`config.mk`:
```
export PLATFORM = sky130hd
export DESIGN_NAME = motion_triggered_led_dimmer_flat
export DESIGN_NICKNAME = d
export VERILOG_FILES = /design/src/rtl/core/mtld_pkg.sv /design/src/rtl/core/mtld_in_if.sv /design/src/rtl/core/mtld_out_if.sv /design/src/rtl/core/mtld_ctrl.sv /design/src/rtl/core/mtld_dp.sv /design/src/rtl/core/motion_triggered_led_dimmer.sv /design/src/flat_wrapper.sv
export SDC_FILE = /design/constraint.sdc
export NUM_CORES = 2
export LEC_CHECK = 0
export BUFFER_PORTS_ARGS = -buffer_cell sky130_fd_sc_hd__buf_4
export CAP_MARGIN = 20
export CORE_AREA = 8 8 269 271
export DETAILED_ROUTE_END_ITERATION = 6
export DIE_AREA = 0 0 277 279
export GPL_ROUTABILITY_DRIVEN = 0
export PLACE_DENSITY = 0.68
export REMOVE_ABC_BUFFERS = 1
export SYNTH_ARGS = -nofsm -noshare
export SYNTH_HDL_FRONTEND = slang
export SYNTH_SLANG_ARGS = --single-unit
```
`constraint.sdc`:
```
create_clock -name i_clk -period 9.5 [get_ports i_clk]
set_input_delay 2.85 -clock i_clk [delete_from_list [all_inputs] [get_ports i_clk]]
set_output_delay 2.85 -clock i_clk [all_outputs]
set_load 0.01 [all_outputs]
```
`src/rtl/core/mtld_pkg.sv`:
```
package mtld_pkg;

    // defaults of the top level parameters
    localparam int CROSSINGS_TO_TRIGGER_DEF = 3;
    localparam int STARTUP_FLOOR_DEF        = 1000;
    localparam int PERIOD_COUNTS_DEF        = 1000;

    // configuration register indexes
    localparam logic [2:0] CFG_SENSITIVITY = 3'd0;
    localparam logic [2:0] CFG_ON_TIMEOUT  = 3'd1;
    localparam logic [2:0] CFG_STANDBY     = 3'd2;
    localparam logic [2:0] CFG_MIN_DUTY    = 3'd3;
    localparam logic [2:0] CFG_MAX_DUTY    = 3'd4;
    localparam logic [2:0] CFG_FADE_TIME   = 3'd5;
    localparam logic [2:0] CFG_COLOR_TEMP  = 3'd6;

    localparam int CFG_IDX_W  = 3;
    localparam int CFG_DATA_W = 24;

    // reset values of the configuration registers
    localparam logic [15:0] SENSITIVITY_RST = 16'd100;
    localparam logic [15:0] ON_TIMEOUT_RST  = 16'd5000;
    localparam logic [23:0] STANDBY_RST     = 24'd60000;
    localparam logic [6:0]  MIN_DUTY_RST    = 7'd0;
    localparam logic [6:0]  MAX_DUTY_RST    = 7'd100;
    localparam logic [15:0] FADE_TIME_RST   = 16'd1000;
    localparam logic [6:0]  COLOR_TEMP_RST  = 7'd50;

    localparam logic [6:0]  PCT_FULL       = 7'd100;
    localparam logic [3:0]  COUNT_SAT      = 4'd15;
    localparam logic [9:0]  LEVEL_RST      = 10'd10;

    // ramp direction codes
    localparam logic signed [1:0] DIR_NONE = 2'sb00;
    localparam logic signed [1:0] DIR_UP   = 2'sb01;
    localparam logic signed [1:0] DIR_DOWN = 2'sb11;

    // reciprocal multipliers: x/100 for x < 2^16, y/10000 for y < 2^24 / 1.8
    localparam int MUL_W        = 24;
    localparam int PROD_W       = 2 * MUL_W;
    localparam int DIV100_MUL   = 83887;
    localparam int DIV100_SHIFT = 23;
    localparam int DIV10K_MUL   = 13743896;
    localparam int DIV10K_SHIFT = 37;

    typedef enum logic [2:0] {
        OP_NONE,
        OP_RELOAD,
        OP_PCT,
        OP_DIV100,
        OP_SQ,
        OP_RANGE,
        OP_DIV10K
    } t_mul_op;

    typedef enum logic [3:0] {
        ST_IDLE,
        ST_RELOAD,
        ST_SAMPLE,
        ST_TICK,
        ST_PCT,
        ST_DIV,
        ST_SQ,
        ST_RNG,
        ST_FIN,
        ST_DONE
    } t_state;

    // controller to datapath
    typedef struct packed {
        logic    capture;
        logic    do_sample;
        logic    do_tick;
        t_mul_op op;
        logic    chan;       // 0 cold, 1 warm
        logic    load_out;
    } t_cmd;

    // datapath to controller
    typedef struct packed {
        logic func;
        logic duty_step;
        logic out_free;
    } t_status;

    function automatic logic [6:0] sat_pct(input logic [6:0] v);
        return (v > PCT_FULL) ? PCT_FULL : v;
    endfunction

endpackage

```
`src/rtl/core/mtld_in_if.sv`:
```
interface mtld_in_if;
    logic        valid;
    logic        ready;
    logic        func;
    logic [15:0] sample_value;

    modport source (output valid, func, sample_value, input ready);
    modport sink   (input valid, func, sample_value, output ready);
endinterface

```
`src/rtl/core/mtld_out_if.sv`:
```
interface mtld_out_if;
    logic              valid;
    logic              ready;
    logic [9:0]        warm_compare;
    logic [9:0]        cold_compare;
    logic [6:0]        duty_percent;
    logic              lamp_on;
    logic signed [1:0] fade_direction;
    logic              standby_due;

    modport source (output valid, warm_compare, cold_compare, duty_percent, lamp_on,
                    fade_direction, standby_due, input ready);
    modport sink   (input valid, warm_compare, cold_compare, duty_percent, lamp_on,
                    fade_direction, standby_due, output ready);
endinterface

```
`src/rtl/core/mtld_ctrl.sv`:
```
module mtld_ctrl (
    input  logic              i_clk,
    input  logic              i_rst_n,
    input  logic              i_in_valid,
    output logic              o_in_ready,
    input  mtld_pkg::t_status i_status,
    output mtld_pkg::t_cmd    o_cmd
);

    mtld_pkg::t_state r_state, n_state;
    logic             r_chan, n_chan;

    // state and channel registers
    always_ff @(posedge i_clk) begin
        if (!i_rst_n) begin
            r_state <= mtld_pkg::ST_IDLE;
            r_chan  <= 1'b0;
        end else begin
            r_state <= n_state;
            r_chan  <= n_chan;
        end
    end

    // next state
    always_comb begin
        n_state = r_state;
        n_chan  = r_chan;
        unique case (r_state)
            mtld_pkg::ST_IDLE: begin
                if (i_in_valid) n_state = mtld_pkg::ST_RELOAD;
            end
            mtld_pkg::ST_RELOAD: begin
                n_state = i_status.func ? mtld_pkg::ST_TICK : mtld_pkg::ST_SAMPLE;
            end
            mtld_pkg::ST_SAMPLE: n_state = mtld_pkg::ST_DONE;
            mtld_pkg::ST_TICK: begin
                n_state = i_status.duty_step ? mtld_pkg::ST_PCT : mtld_pkg::ST_DONE;
            end
            mtld_pkg::ST_PCT: n_state = mtld_pkg::ST_DIV;
            mtld_pkg::ST_DIV: n_state = mtld_pkg::ST_SQ;
            mtld_pkg::ST_SQ:  n_state = mtld_pkg::ST_RNG;
            mtld_pkg::ST_RNG: n_state = mtld_pkg::ST_FIN;
            mtld_pkg::ST_FIN: begin
                n_chan  = ~r_chan;
                n_state = r_chan ? mtld_pkg::ST_DONE : mtld_pkg::ST_PCT;
            end
            mtld_pkg::ST_DONE: begin
                if (i_status.out_free) n_state = mtld_pkg::ST_IDLE;
            end
            default: n_state = mtld_pkg::ST_IDLE;
        endcase
    end

    // commands
    always_comb begin
        o_in_ready      = 1'b0;
        o_cmd.capture   = 1'b0;
        o_cmd.do_sample = 1'b0;
        o_cmd.do_tick   = 1'b0;
        o_cmd.op        = mtld_pkg::OP_NONE;
        o_cmd.chan      = r_chan;
        o_cmd.load_out  = 1'b0;
        unique case (r_state)
            mtld_pkg::ST_IDLE: begin
                o_in_ready    = 1'b1;
                o_cmd.capture = i_in_valid;
            end
            mtld_pkg::ST_RELOAD: o_cmd.op        = mtld_pkg::OP_RELOAD;
            mtld_pkg::ST_SAMPLE: o_cmd.do_sample = 1'b1;
            mtld_pkg::ST_TICK:   o_cmd.do_tick   = 1'b1;
            mtld_pkg::ST_PCT:    o_cmd.op        = mtld_pkg::OP_PCT;
            mtld_pkg::ST_DIV:    o_cmd.op        = mtld_pkg::OP_DIV100;
            mtld_pkg::ST_SQ:     o_cmd.op        = mtld_pkg::OP_SQ;
            mtld_pkg::ST_RNG:    o_cmd.op        = mtld_pkg::OP_RANGE;
            mtld_pkg::ST_FIN:    o_cmd.op        = mtld_pkg::OP_DIV10K;
            mtld_pkg::ST_DONE:   o_cmd.load_out  = i_status.out_free;
            default: ;
        endcase
    end

endmodule

```
`src/rtl/core/mtld_dp.sv`:
```
module mtld_dp #(
    parameter int CROSSINGS_TO_TRIGGER = mtld_pkg::CROSSINGS_TO_TRIGGER_DEF,
    parameter int STARTUP_FLOOR        = mtld_pkg::STARTUP_FLOOR_DEF,
    parameter int PERIOD_COUNTS        = mtld_pkg::PERIOD_COUNTS_DEF
) (
    input  logic                          i_clk,
    input  logic                          i_rst_n,
    input  mtld_pkg::t_cmd                i_cmd,
    output mtld_pkg::t_status             o_status,
    input  logic                          i_in_func,
    input  logic [15:0]                   i_in_sample,
    input  logic                          i_out_ready,
    output logic                          o_out_valid,
    output logic [9:0]                    o_warm_compare,
    output logic [9:0]                    o_cold_compare,
    output logic [6:0]                    o_duty_percent,
    output logic                          o_lamp_on,
    output logic signed [1:0]             o_fade_direction,
    output logic                          o_standby_due,
    input  logic                          i_cfg_we,
    input  logic [mtld_pkg::CFG_IDX_W-1:0]  i_cfg_index,
    input  logic [mtld_pkg::CFG_DATA_W-1:0] i_cfg_data
);

    localparam int CURVE_BASE  = (PERIOD_COUNTS * 10) / 100;
    localparam int CURVE_RANGE = PERIOD_COUNTS - CURVE_BASE;
    localparam int MW          = mtld_pkg::MUL_W;

    // configuration registers
    logic [15:0] r_sens, r_on_to, r_fade_time;
    logic [23:0] r_sb_to;
    logic [6:0]  r_min_duty, r_max_duty, r_ct;

    // controller state
    logic [15:0]       r_floor, n_floor;
    logic              r_lamp, n_lamp;
    logic [3:0]        r_count, n_count;
    logic              r_retrig, n_retrig;
    logic [15:0]       r_on_timer, n_on_timer;
    logic [23:0]       r_sb, n_sb;
    logic [9:0]        r_fd, n_fd;
    logic [6:0]        r_duty, n_duty;
    logic signed [1:0] r_dir, n_dir;
    logic [9:0]        r_warm, r_cold, n_warm, n_cold;
    logic              r_out_valid;

    // working registers
    logic              r_func;
    logic [15:0]       r_sample;
    logic [MW-1:0]     r_acc;
    logic              r_zero;
    logic [9:0]        r_reload;

    // configuration writes
    always_ff @(posedge i_clk) begin
        if (!i_rst_n) begin
            r_sens      <= mtld_pkg::SENSITIVITY_RST;
            r_on_to     <= mtld_pkg::ON_TIMEOUT_RST;
            r_sb_to     <= mtld_pkg::STANDBY_RST;
            r_min_duty  <= mtld_pkg::MIN_DUTY_RST;
            r_max_duty  <= mtld_pkg::MAX_DUTY_RST;
            r_fade_time <= mtld_pkg::FADE_TIME_RST;
            r_ct        <= mtld_pkg::COLOR_TEMP_RST;
        end else if (i_cfg_we) begin
            unique case (i_cfg_index)
                mtld_pkg::CFG_SENSITIVITY: r_sens      <= i_cfg_data[15:0];
                mtld_pkg::CFG_ON_TIMEOUT:  r_on_to     <= i_cfg_data[15:0];
                mtld_pkg::CFG_STANDBY:     r_sb_to     <= i_cfg_data[23:0];
                mtld_pkg::CFG_MIN_DUTY:    r_min_duty  <= i_cfg_data[6:0];
                mtld_pkg::CFG_MAX_DUTY:    r_max_duty  <= i_cfg_data[6:0];
                mtld_pkg::CFG_FADE_TIME:   r_fade_time <= i_cfg_data[15:0];
                mtld_pkg::CFG_COLOR_TEMP:  r_ct        <= i_cfg_data[6:0];
                default: ;
            endcase
        end
    end

    // sample step: threshold compare and floor average
    logic [16:0] thr;
    logic        hit;
    logic [17:0] floor_sum;
    logic [3:0]  cnt_inc;
    logic        trigger;

    assign thr       = {1'b0, r_floor} + {1'b0, r_sens};
    assign hit       = {1'b0, r_sample} > thr;
    assign floor_sum = ({2'b0, r_floor} << 1) + {2'b0, r_floor} + {2'b0, r_sample};
    assign cnt_inc   = (r_count != mtld_pkg::COUNT_SAT) ? r_count + 4'd1 : r_count;
    assign trigger   = cnt_inc >= 4'(CROSSINGS_TO_TRIGGER);

    // tick step: on-timeout, standby, fade
    logic [15:0] ot_load, ot_next;
    logic        expire, lamp_t;
    logic [23:0] sb_next;
    logic [6:0]  target;
    logic [9:0]  fd_dec;
    logic        fade_go, duty_up, duty_dn;

    assign ot_load = r_retrig ? r_on_to : r_on_timer;
    assign ot_next = (ot_load != 16'd0) ? ot_load - 16'd1 : ot_load;
    assign expire  = (ot_load != 16'd0) && (ot_next == 16'd0);
    assign lamp_t  = expire ? 1'b0 : r_lamp;
    assign sb_next = lamp_t ? r_sb_to : ((r_sb != 24'd0) ? r_sb - 24'd1 : r_sb);
    assign target  = lamp_t ? mtld_pkg::sat_pct(r_max_duty) : mtld_pkg::sat_pct(r_min_duty);
    assign fd_dec  = (r_fd != 10'd0) ? r_fd - 10'd1 : r_fd;
    assign fade_go = (fd_dec == 10'd0);
    assign duty_up = fade_go && (r_duty < target);
    assign duty_dn = fade_go && (r_duty > target);

    // shared multiplier with operand select
    logic [6:0]          ct_sat, pct_sel;
    logic [MW-1:0]       mul_a, mul_b;
    logic [2*MW-1:0]     product;
    logic [MW-1:0]       q100;
    logic [9:0]          q10k;

    assign ct_sat  = mtld_pkg::sat_pct(r_ct);
    assign pct_sel = i_cmd.chan ? 7'(mtld_pkg::PCT_FULL - ct_sat) : ct_sat;

    always_comb begin
        mul_a = '0;
        mul_b = '0;
        unique case (i_cmd.op)
            mtld_pkg::OP_NONE: ;
            mtld_pkg::OP_RELOAD: begin
                mul_a = MW'(r_fade_time);
                mul_b = MW'(mtld_pkg::DIV100_MUL);
            end
            mtld_pkg::OP_PCT: begin
                mul_a = MW'(r_duty);
                mul_b = MW'(pct_sel);
            end
            mtld_pkg::OP_DIV100: begin
                mul_a = r_acc;
                mul_b = MW'(mtld_pkg::DIV100_MUL);
            end
            mtld_pkg::OP_SQ: begin
                mul_a = r_acc;
                mul_b = r_acc;
            end
            mtld_pkg::OP_RANGE: begin
                mul_a = r_acc;
                mul_b = MW'(CURVE_RANGE);
            end
            mtld_pkg::OP_DIV10K: begin
                mul_a = r_acc;
                mul_b = MW'(mtld_pkg::DIV10K_MUL);
            end
            default: ;
        endcase
    end

    assign product = mul_a * mul_b;
    assign q100    = product[mtld_pkg::DIV100_SHIFT +: MW];
    assign q10k    = product[mtld_pkg::DIV10K_SHIFT +: 10];

    // next values of the controller state
    always_comb begin
        n_floor    = r_floor;
        n_lamp     = r_lamp;
        n_count    = r_count;
        n_retrig   = r_retrig;
        n_on_timer = r_on_timer;
        n_sb       = r_sb;
        n_fd       = r_fd;
        n_duty     = r_duty;
        n_dir      = r_dir;
        n_warm     = r_warm;
        n_cold     = r_cold;
        if (i_cmd.do_sample) begin
            if (!r_lamp) begin
                n_floor = floor_sum[17:2];
                if (hit) begin
                    n_count = cnt_inc;
                    if (trigger) begin
                        n_dir    = mtld_pkg::DIR_UP;
                        n_lamp   = 1'b1;
                        n_retrig = 1'b1;
                    end
                end
            end else if (hit) begin
                n_retrig = 1'b1;
            end
        end
        if (i_cmd.do_tick) begin
            n_retrig   = 1'b0;
            n_on_timer = ot_next;
            if (expire) begin
                n_dir   = mtld_pkg::DIR_DOWN;
                n_lamp  = 1'b0;
                n_count = 4'd0;
            end
            n_sb = sb_next;
            n_fd = fade_go ? r_reload : fd_dec;
            if (duty_up) n_duty = r_duty + 7'd1;
            else if (duty_dn) n_duty = r_duty - 7'd1;
        end
        // end of the curve: base plus scaled square, zero part gives zero
        if (i_cmd.op == mtld_pkg::OP_DIV10K) begin
            if (i_cmd.chan) n_warm = r_zero ? 10'd0 : 10'(CURVE_BASE) + q10k;
            else            n_cold = r_zero ? 10'd0 : 10'(CURVE_BASE) + q10k;
        end
    end

    // controller state registers and output valid
    always_ff @(posedge i_clk) begin
        if (!i_rst_n) begin
            r_floor     <= 16'(STARTUP_FLOOR);
            r_lamp      <= 1'b0;
            r_count     <= 4'd0;
            r_retrig    <= 1'b0;
            r_on_timer  <= 16'd0;
            r_sb        <= 24'd0;
            r_fd        <= 10'd0;
            r_duty      <= 7'd0;
            r_dir       <= mtld_pkg::DIR_NONE;
            r_warm      <= mtld_pkg::LEVEL_RST;
            r_cold      <= mtld_pkg::LEVEL_RST;
            r_out_valid <= 1'b0;
        end else begin
            r_floor    <= n_floor;
            r_lamp     <= n_lamp;
            r_count    <= n_count;
            r_retrig   <= n_retrig;
            r_on_timer <= n_on_timer;
            r_sb       <= n_sb;
            r_fd       <= n_fd;
            r_duty     <= n_duty;
            r_dir      <= n_dir;
            r_warm     <= n_warm;
            r_cold     <= n_cold;
            if (i_cmd.load_out)   r_out_valid <= 1'b1;
            else if (i_out_ready) r_out_valid <= 1'b0;
        end
    end

    // item capture and multiplier result registers
    always_ff @(posedge i_clk) begin
        if (i_cmd.capture) begin
            r_func   <= i_in_func;
            r_sample <= i_in_sample;
        end
        unique case (i_cmd.op)
            mtld_pkg::OP_NONE: ;
            mtld_pkg::OP_RELOAD: r_reload <= (q100 == '0) ? 10'd1 : q100[9:0];
            mtld_pkg::OP_PCT:    r_acc    <= product[MW-1:0];
            mtld_pkg::OP_DIV100: begin
                r_acc  <= q100;
                r_zero <= (q100 == '0);
            end
            mtld_pkg::OP_SQ:     r_acc    <= product[MW-1:0];
            mtld_pkg::OP_RANGE:  r_acc    <= product[MW-1:0];
            mtld_pkg::OP_DIV10K: ;
            default: ;
        endcase
    end

    // result register
    always_ff @(posedge i_clk) begin
        if (i_cmd.load_out) begin
            o_warm_compare   <= r_warm;
            o_cold_compare   <= r_cold;
            o_duty_percent   <= r_duty;
            o_lamp_on        <= r_lamp;
            o_fade_direction <= r_dir;
            o_standby_due    <= !r_lamp && (r_sb == 24'd0);
        end
    end

    assign o_out_valid        = r_out_valid;
    assign o_status.func      = r_func;
    assign o_status.duty_step = duty_up || duty_dn;
    assign o_status.out_free  = !r_out_valid || i_out_ready;

endmodule

```
`src/rtl/core/motion_triggered_led_dimmer.sv`:
```
// one item at a time: a sample passes the reload, sample and done states, a tick
// the reload, tick and done states; when the duty moves, both compare values are
// redone between tick and done (10 steps of the one shared 24x24 multiplier)
// the result register frees the input side as soon as the result is loaded
// synchronous active-low reset: lamp off, floor at the startup value, duty 0,
// compare values 10, registers at their defaults; standby reads due at once
module motion_triggered_led_dimmer #(
    parameter int CROSSINGS_TO_TRIGGER = mtld_pkg::CROSSINGS_TO_TRIGGER_DEF,
    parameter int STARTUP_FLOOR        = mtld_pkg::STARTUP_FLOOR_DEF,
    parameter int PERIOD_COUNTS        = mtld_pkg::PERIOD_COUNTS_DEF
) (
    input  logic                            i_clk,
    input  logic                            i_rst_n,
    mtld_in_if.sink                         i_item,
    mtld_out_if.source                      o_result,
    input  logic                            i_cfg_we,
    input  logic [mtld_pkg::CFG_IDX_W-1:0]  i_cfg_index,
    input  logic [mtld_pkg::CFG_DATA_W-1:0] i_cfg_data
);

    mtld_pkg::t_cmd    cmd;
    mtld_pkg::t_status status;
    logic              in_ready;

    // sequencer
    mtld_ctrl u_ctrl (
        .i_clk      (i_clk),
        .i_rst_n    (i_rst_n),
        .i_in_valid (i_item.valid),
        .o_in_ready (in_ready),
        .i_status   (status),
        .o_cmd      (cmd)
    );

    assign i_item.ready = in_ready;

    // state, arithmetic and result register
    mtld_dp #(
        .CROSSINGS_TO_TRIGGER (CROSSINGS_TO_TRIGGER),
        .STARTUP_FLOOR        (STARTUP_FLOOR),
        .PERIOD_COUNTS        (PERIOD_COUNTS)
    ) u_dp (
        .i_clk            (i_clk),
        .i_rst_n          (i_rst_n),
        .i_cmd            (cmd),
        .o_status         (status),
        .i_in_func        (i_item.func),
        .i_in_sample      (i_item.sample_value),
        .i_out_ready      (o_result.ready),
        .o_out_valid      (o_result.valid),
        .o_warm_compare   (o_result.warm_compare),
        .o_cold_compare   (o_result.cold_compare),
        .o_duty_percent   (o_result.duty_percent),
        .o_lamp_on        (o_result.lamp_on),
        .o_fade_direction (o_result.fade_direction),
        .o_standby_due    (o_result.standby_due),
        .i_cfg_we         (i_cfg_we),
        .i_cfg_index      (i_cfg_index),
        .i_cfg_data       (i_cfg_data)
    );

endmodule
```
`src/flat_wrapper.sv`:
```
// flat-port wrapper written by rule: the top's interface ports become plain ports
module motion_triggered_led_dimmer_flat 
#(
    parameter int CROSSINGS_TO_TRIGGER = mtld_pkg::CROSSINGS_TO_TRIGGER_DEF,
    parameter int STARTUP_FLOOR        = mtld_pkg::STARTUP_FLOOR_DEF,
    parameter int PERIOD_COUNTS        = mtld_pkg::PERIOD_COUNTS_DEF
)
  (i_clk, i_rst_n, i_cfg_we, i_cfg_index, i_cfg_data, i_item_valid, i_item_func, i_item_sample_value, i_item_ready, o_result_valid, o_result_warm_compare, o_result_cold_compare, o_result_duty_percent, o_result_lamp_on, o_result_fade_direction, o_result_standby_due, o_result_ready);
  mtld_in_if i_item_i ();
  mtld_out_if o_result_i ();
  input  logic i_clk;
  input  logic i_rst_n;
  input  logic i_cfg_we;
  input  logic [mtld_pkg::CFG_IDX_W-1:0] i_cfg_index;
  input  logic [mtld_pkg::CFG_DATA_W-1:0] i_cfg_data;
  input wire logic [$bits(i_item_i.valid)-1:0] i_item_valid;
  input wire logic [$bits(i_item_i.func)-1:0] i_item_func;
  input wire logic [$bits(i_item_i.sample_value)-1:0] i_item_sample_value;
  output wire logic [$bits(i_item_i.ready)-1:0] i_item_ready;
  output wire logic [$bits(o_result_i.valid)-1:0] o_result_valid;
  output wire logic [$bits(o_result_i.warm_compare)-1:0] o_result_warm_compare;
  output wire logic [$bits(o_result_i.cold_compare)-1:0] o_result_cold_compare;
  output wire logic [$bits(o_result_i.duty_percent)-1:0] o_result_duty_percent;
  output wire logic [$bits(o_result_i.lamp_on)-1:0] o_result_lamp_on;
  output wire logic [$bits(o_result_i.fade_direction)-1:0] o_result_fade_direction;
  output wire logic [$bits(o_result_i.standby_due)-1:0] o_result_standby_due;
  input wire logic [$bits(o_result_i.ready)-1:0] o_result_ready;
  assign i_item_i.valid = i_item_valid;
  assign i_item_i.func = i_item_func;
  assign i_item_i.sample_value = i_item_sample_value;
  assign i_item_ready = i_item_i.ready;
  assign o_result_valid = o_result_i.valid;
  assign o_result_warm_compare = o_result_i.warm_compare;
  assign o_result_cold_compare = o_result_i.cold_compare;
  assign o_result_duty_percent = o_result_i.duty_percent;
  assign o_result_lamp_on = o_result_i.lamp_on;
  assign o_result_fade_direction = o_result_i.fade_direction;
  assign o_result_standby_due = o_result_i.standby_due;
  assign o_result_i.ready = o_result_ready;
  motion_triggered_led_dimmer #(.CROSSINGS_TO_TRIGGER(CROSSINGS_TO_TRIGGER), .STARTUP_FLOOR(STARTUP_FLOOR), .PERIOD_COUNTS(PERIOD_COUNTS)) u_core (.i_clk(i_clk), .i_rst_n(i_rst_n), .i_item(i_item_i), .o_result(o_result_i), .i_cfg_we(i_cfg_we), .i_cfg_index(i_cfg_index), .i_cfg_data(i_cfg_data));
endmodule
```
======== Word level (Yosys, flattened, before mapping) ========
Cells that the tools add are included.
cells by class
  eq/ne operators ......................... 24
  magnitude comparators ................... 7
  muxes and demuxes ....................... 54
  $add $sub $neg .......................... 11
  reductions and logical operators ........ 40
  bitwise logic cells ..................... 3
  multipliers ............................. 1
operator list
  kind                                                  number
  case mux 24 bit (5 select lines)                      1
  case mux 24 bit (3 select lines)                      1
  two-way mux 7 bit                                     7
  logical NOT 24 bit                                    2
  two-way mux 24 bit                                    2
  case mux 24 bit (2 select lines)                      1
  multiplier 24 x 24 -> 47 bit                          1
  two-way mux 4 bit                                     10
  case mux 4 bit (10 select lines)                      1
  two-way mux 16 bit                                    2
  two-way mux 10 bit                                    3
  AND reduction 2 bit                                   13
  nonzero test 24 bit                                   1
  subtractor 24 x 1 -> 24 bit, second input constant    1
  greater-than comparator 7 bit, second input constant  3
  two-way mux 1 bit                                     19
  adder 17 x 16 -> 18 bit                               1
  adder 18 x 16 -> 18 bit                               1
  equality test 3 bit, second input constant            6
  case mux 3 bit (6 select lines)                       1
  adder 16 x 16 -> 17 bit                               1
  greater-than comparator 16 x 17 -> 1 bit              1
  equality test 4 x 3 -> 1 bit, second input constant   4
  logical NOT 16 bit                                    1
  other kinds (32)                                      56
word-level totals
  input bits .............................. 49
  register bits ........................... 283
  logic and storage cells ................. 172

======== Depth between registers and ports, before layout ========
  depth after elaboration ................. 12
  depth in mapped cells ................... 42
  mapped depth without buffers ............ 40

======== Modules after synthesis ========
A second synthesis with hierarchy kept.
second synthesis, totals
  cell total of the unflattened synthesis .. 3888
  area total of the unflattened synthesis .. 33429.6 sq um
modules (own cells, without submodules)
  module     sequential area each (sq um)  cells each  instances  area an instance (sq um)
  mtld_dp    6396.1                        3836        1          33009.2
  mtld_ctrl  100.1                         52          1          420.4

======== Least setup slack after synthesis ========
Ideal clock, no wire load.
  path type ............................... flip-flop to flip-flop
  start ................................... register u_core.u_dp.r_ct[0]
  end ..................................... register u_core.u_dp.r_zero (data pin)
  library setup time ...................... 0.133 ns
  clock period less this slack ............ 9.443 ns
  path slack .............................. 0.057 ns
  path buffers ............................ 2
  data required time ...................... 9.367 ns
  stages on the path, launching flop included .. 39
  data arrival time ....................... 9.310 ns
  path through ............................ dfxtp_1 o21a_1 nor3_1 or2_2 nand2_1 ha_1 nor2b_1 a21oi_1 o22ai_1 a22oi_1 o21ai_1 clkbuf_1 nand2_1 fa_1 fa_1 inv_1 fa_1 fa_1 (+3 left out) fa_1 inv_1 ha_1 buf_6 a21o_1 a311o_1 a211oi_2 o21ai_2 o31ai_2 a21oi_1 xor2_1 inv_1 ha_1 or3b_1 or4_1 or3_1 nor4_2 and3_1
on the way
  cells in the longest elaborated chain, start to end .. 7
ends and longest elaborated chain
  what                                line            source
  start: declaration                  mtld_dp.sv:32   logic [6:0] r_min_duty, r_max_duty, r_ct;
  start signal: assignment            mtld_dp.sv:63   r_ct <= mtld_pkg::COLOR_TEMP_RST;
  start signal: assignment            mtld_dp.sv:72   mtld_pkg::CFG_COLOR_TEMP: r_ct <= i_cfg_data[6:0];
  greater-than comparator 7 bit       mtld_pkg.sv:87  return (v > PCT_FULL) ? PCT_FULL : v;
  two-way mux 7 bit *                 mtld_pkg.sv:87
  subtractor 7 bit                    mtld_dp.sv:118  assign pct_sel = i_cmd.chan ? 7'(mtld_pkg::PCT_FULL - ct_sat) : ct_sat;
  two-way mux 7 bit *                 mtld_dp.sv:118
  case mux 24 bit (5 select lines) *  mtld_dp.sv:123  unique case (i_cmd.op)
  multiplier 24 x 24 -> 47 bit *      mtld_dp.sv:153  assign product = mul_a * mul_b;
  logical NOT 24 bit *                mtld_dp.sv:249  r_zero <= (q100 == '0);
  end signal: assignment              mtld_dp.sv:249
  end: declaration                    mtld_dp.sv:51   logic r_zero;
Every way passes the cells marked *; elsewhere a longest branch is shown, timed or not.
A chain may end at the register's enable or synchronous reset.

======== Worst setup path after layout ========
  start ................................... register u_core.u_ctrl.r_state[3]
  end ..................................... register u_core.u_dp.r_zero (data pin)
on the way
  cells in the longest elaborated chain, start to end .. 7
  elaborated cells on any way between the ends .. 19
  classes of those cells .................. mul (1); eq/ne (12); mux (3); reduce/logical (3)
ends and longest elaborated chain
  what                                                                                  line             source
  start: declaration                                                                    mtld_ctrl.sv:10  mtld_pkg::t_state r_state, n_state;
  start signal: assignment                                                              mtld_ctrl.sv:16  r_state <= mtld_pkg::ST_IDLE;
  start signal: assignment                                                              mtld_ctrl.sv:19  r_state <= n_state;
  equality test 4 bit, or another cell as far along                                     mtld_ctrl.sv:63  unique case (r_state)
  case mux 3 bit (6 select lines) *                                                     mtld_ctrl.sv:63
  equality test 3 bit, or another cell as far along                                     mtld_dp.sv:123
  OR reduction 4 bit (no line) or OR reduction 2 bit (tied branches)                    -
  case mux 24 bit (3 select lines) or case mux 24 bit (5 select lines) (tied branches)  mtld_dp.sv:123
  multiplier 24 x 24 -> 47 bit *                                                        mtld_dp.sv:153
  logical NOT 24 bit *                                                                  mtld_dp.sv:249
Marks and branches as above.

==> summary.txt <==
Status -> finished, violations left
Predominant post-synthesis flop cell -> dfxtp_1
Worst reg2reg path depth -> 32
Power Total -> 7.73 mW
Worst relative slew slack -> 23.3%
Reg2reg start -> u_core.u_ctrl.r_state[3]$_SDFFE_PN0P_
Number of flops mapped to enable cells by yosys -> 83
Power per cell area -> 205 nW/um2
Post-synthesis sequential area ratio -> 19.3%
Endpoint, Worst Hold -> u_core.u_dp.o_warm_compare[9]$_DFFE_PP_
Critical path fanouts, max -> 12
Worst Hold Launch -> u_core.u_dp.r_warm[9]$_SDFFE_PN0P_
Rows -> 96
Length of routed wiring on met1 -> 41000 um
WL met3 -> 8230 um
Initial Util -> 49.4%
Leak Pwr -> 17.4 nW
WHS -> 0.429 ns
Nature of the critical path startpoint -> flop
Fin. Hold Viols -> 0
R2r endpoint -> u_core.u_dp.r_zero$_DFFE_PN_
Clock H-tree levels -> 1
First-pass GRT wire length -> 159000 um
Clk slew on worst S/H paths -> 0.06 ns
# Max-Cap Violations -> 0
CTS tree -> built
Skew final -> 0.0265 ns
DRT antenna net count -> 0
DR vias/cell -> 5.68
Setup Viol. Count Final -> 2
Failing checks -> setup timing
CP max-delay cell -> a21oi_1
Top sig layer -> met5
Synth-to-layout area growth -> 12.5%
Synth cell types -> 84
Hold-fix buffers at CTS -> 0
Actual slew at the worst max-slew pin -> 1.15 ns
Avg WL per Cell -> 20.5 um
Max incr delay on CP -> 0.72 ns
Fin crit period -> 9.57 ns
Synth Instances -> 3969
CP required -> 9.94 ns
TritonRoute pass-1 iters -> 5
Routed WL -> 102000 um
Clk root buf -> clkbuf_16
Setup CP Type -> reg -> reg
Fin worst setup slack -> -0.0723 ns
Largest net degree at the start of global routing -> 94
GRT overflow -> 0
I/O Buffers -> 81
Detailed-route DRC error count -> 0
YS warnings -> 0
Die Width -> 277 um
RSZ-0062 raised after global routing -> yes
Vias in the first global route -> 28100
Hpwl dp -> 80300 um
Number of CTS-inserted buffers -> 30
WP data arrival -> 10.02 ns
Met2 WL -> 48100 um
Synth async-reset ratio -> 0%
Most frequent CP cell -> fa_1
Cell Area, Synth -> 33600 um2
CTS Buffer Depth -> 3
Mean post-synth cell area -> 8.46 um2
Initial antenna violation count -> 2
Initial DRC count -> 2558
Worst VDD drop -> 0.177 mV
IO Pins -> 82
R2R setup slack -> -0.07 ns
Max Slew Vio Count -> 0
Die Area -> 77300 um2
Final Cycle Share -> 101%
Worst-Skew Late Latency -> 0.58 ns
HP Class -> reg -> reg
Crit end category -> flop
Core region area -> 68000 um2
Clk sinks -> 283
Layout cells sized above 1 -> 10.2%
Die Y -> 279 um
Register bit total from synthesis -> 283
Hold depth -> 0
Via count -> 28400
ANT cells -> 0
Max Freq -> 104 MHz
Gr usage total -> 25.9%
Nets -> 4882
## cells by family after synthesis
kind of cell             synth area share, %
flip-flops                              19.3
XOR/XNOR                                2.47
multiplexers                            1.08
AO/OA/AOI/OAI                           11.4
buffers and inverters                   8.86
adder cells (fa/ha/maj)                 38.5
AND/OR/NAND/NOR                         18.3
## routing by layer
metal  vias up  GRT usage (%)
met1     14000           33.5
met2      1234           43.4
met3       262           3.63
met5         -              0
met4         2           11.4
li1      12900              -
## per-stage QoR
stage | setup slack [ns] | TNS [ns] | utilization (%) | std cells | cell area (um2)
after detailed placement | -0.0758 | -0.140 | 53.4 | 4933 | 36300
final | -0.0723 | -0.128 | 55.6 | 5005 | 37800
after CTS | 0.00167 | 0 | 55.1 | 4992 | 37500
after global routing | -0.371 | -0.740 | 55.6 | 5005 | 37800
after global placement | 0.0420 | 0 | 53.4 | 4933 | 36300
after floorplan | -1.34 | -10.65 | - | 3777 | 32800
## worst max-delay path: cells and delay by family (launching register included)
family                     cells  cell delay, ns
buffers and inverters          8            0.97
xor gates and xnor gates       1            0.11
DFF                            1            0.43
AOI/OAI and AO/OA              4            1.38
and+or+nand+nor               10            2.70
adders and majority gates      9            3.85
## cells in the mapped netlist (16+ instances only)
library cell  number  area share [%]
and3_1            18            0.34
fa_1             499              30
o211ai_1          16            0.36
a21oi_1          160             2.4
and2_1            45            0.84
dfxtp_1          200              12
a31oi_1           31            0.58
inv_1            590             6.6
xnor2_1           57             1.5
a21o_1            28            0.63
o21a_1            25            0.56
o21ai_0          122             1.8
xor2_1            36            0.94
edfxtp_1          83             7.4
a21boi_0          51             1.1
a211oi_1          23            0.51
nor2_1           339             3.8
a22oi_1           23            0.51
nand2b_1          24            0.45
nand4_1           21            0.39
nor2b_1           22            0.41
mux2i_1           34             1.0
ha_1             235             8.8
nand3_1           72             1.1
clkbuf_1         167             1.9
nand2_1          776             8.7
nor3_1            51            0.76
## report_power, final
part | internal (mW) | leakage (nW) | switching [mW] | total, mW
registers | 1.39 | 2.39 | 0.0993 | 1.49
clock network | 0.748 | 0.530 | 0.502 | 1.25
logic | 1.91 | 14.5 | 3.09 | 5.00
## worst max path at each step
stage	from	slack, ns	to	cells after the start
2_1_floorplan	u_core.u_ctrl.r_state[0]$_SDFFE_PN0P_	-1.34	u_core.u_dp.r_zero$_DFFE_PN_	30
3_3_place_gp	u_core.u_ctrl.r_state[3]$_SDFFE_PN0P_	0.04	u_core.u_dp.r_zero$_DFFE_PN_	32
3_5_place_dp	u_core.u_dp.r_ct[2]$_SDFFE_PN0P_	-0.08	u_core.u_dp.r_zero$_DFFE_PN_	39
4_1_cts	u_core.u_dp.r_ct[0]$_SDFFE_PN0P_	0.002	u_core.u_dp.r_zero$_DFFE_PN_	38
5_1_grt	u_core.u_dp.r_ct[1]$_SDFFE_PN1P_	-0.37	u_core.u_dp.r_zero$_DFFE_PN_	38
6_report	u_core.u_ctrl.r_state[3]$_SDFFE_PN0P_	-0.07	u_core.u_dp.r_zero$_DFFE_PN_	32
## flip-flops by register name (all words and copies together) (netlist names), 10 cells and up
name                        cells
u_core.u_dp.o_cold_compare     10
u_core.u_dp.o_warm_compare     10
u_core.u_dp.r_acc              24
u_core.u_dp.r_cold             10
u_core.u_dp.r_fade_time        16
u_core.u_dp.r_fd               10
u_core.u_dp.r_floor            16
u_core.u_dp.r_on_timer         16
u_core.u_dp.r_on_to            16
u_core.u_dp.r_reload           10
u_core.u_dp.r_sample           16
u_core.u_dp.r_sb               24
u_core.u_dp.r_sb_to            24
u_core.u_dp.r_sens             16
u_core.u_dp.r_warm             10
## cell type report
cell class | count | area (um2)
multi-input combinational | 2902 | 24400
sequential | 283 | 6500
clock buffer | 35 | 811
inverter | 592 | 2220
timing repair buffer | 290 | 2500
fill | 6187 | 30200
tap | 882 | 1100
clock inverter | 21 | 250
## cells in the final DEF, fill, tap and decap left out, types with 30 or more instances in the layout
| cell type | instances |
|---|---|
| buf_4 | 265 |
| nand3_1 | 72 |
| o21ai_0 | 117 |
| nand2_1 | 773 |
| mux2i_1 | 34 |
| a21oi_1 | 157 |
| edfxtp_1 | 83 |
| xor2_1 | 36 |
| clkbuf_16 | 33 |
| and2_1 | 44 |
| a21boi_0 | 51 |
| ha_1 | 228 |
| dfxtp_1 | 200 |
| nor2_1 | 338 |
| xnor2_1 | 57 |
| fa_1 | 496 |
| a31oi_1 | 30 |
| nor3_1 | 46 |
| inv_1 | 584 |
## repair_timing
| item | CTS | global route |
|---|---|---|
| buffers inserted | 2 | 11 |
| endpoints found under the setup margin | 2 | 11 |
| gates cloned | 1 | 2 |
| resized for setup | 9 | 39 |
| pin swaps | 3 | 24 |
(Power assumes the default switching activity.)
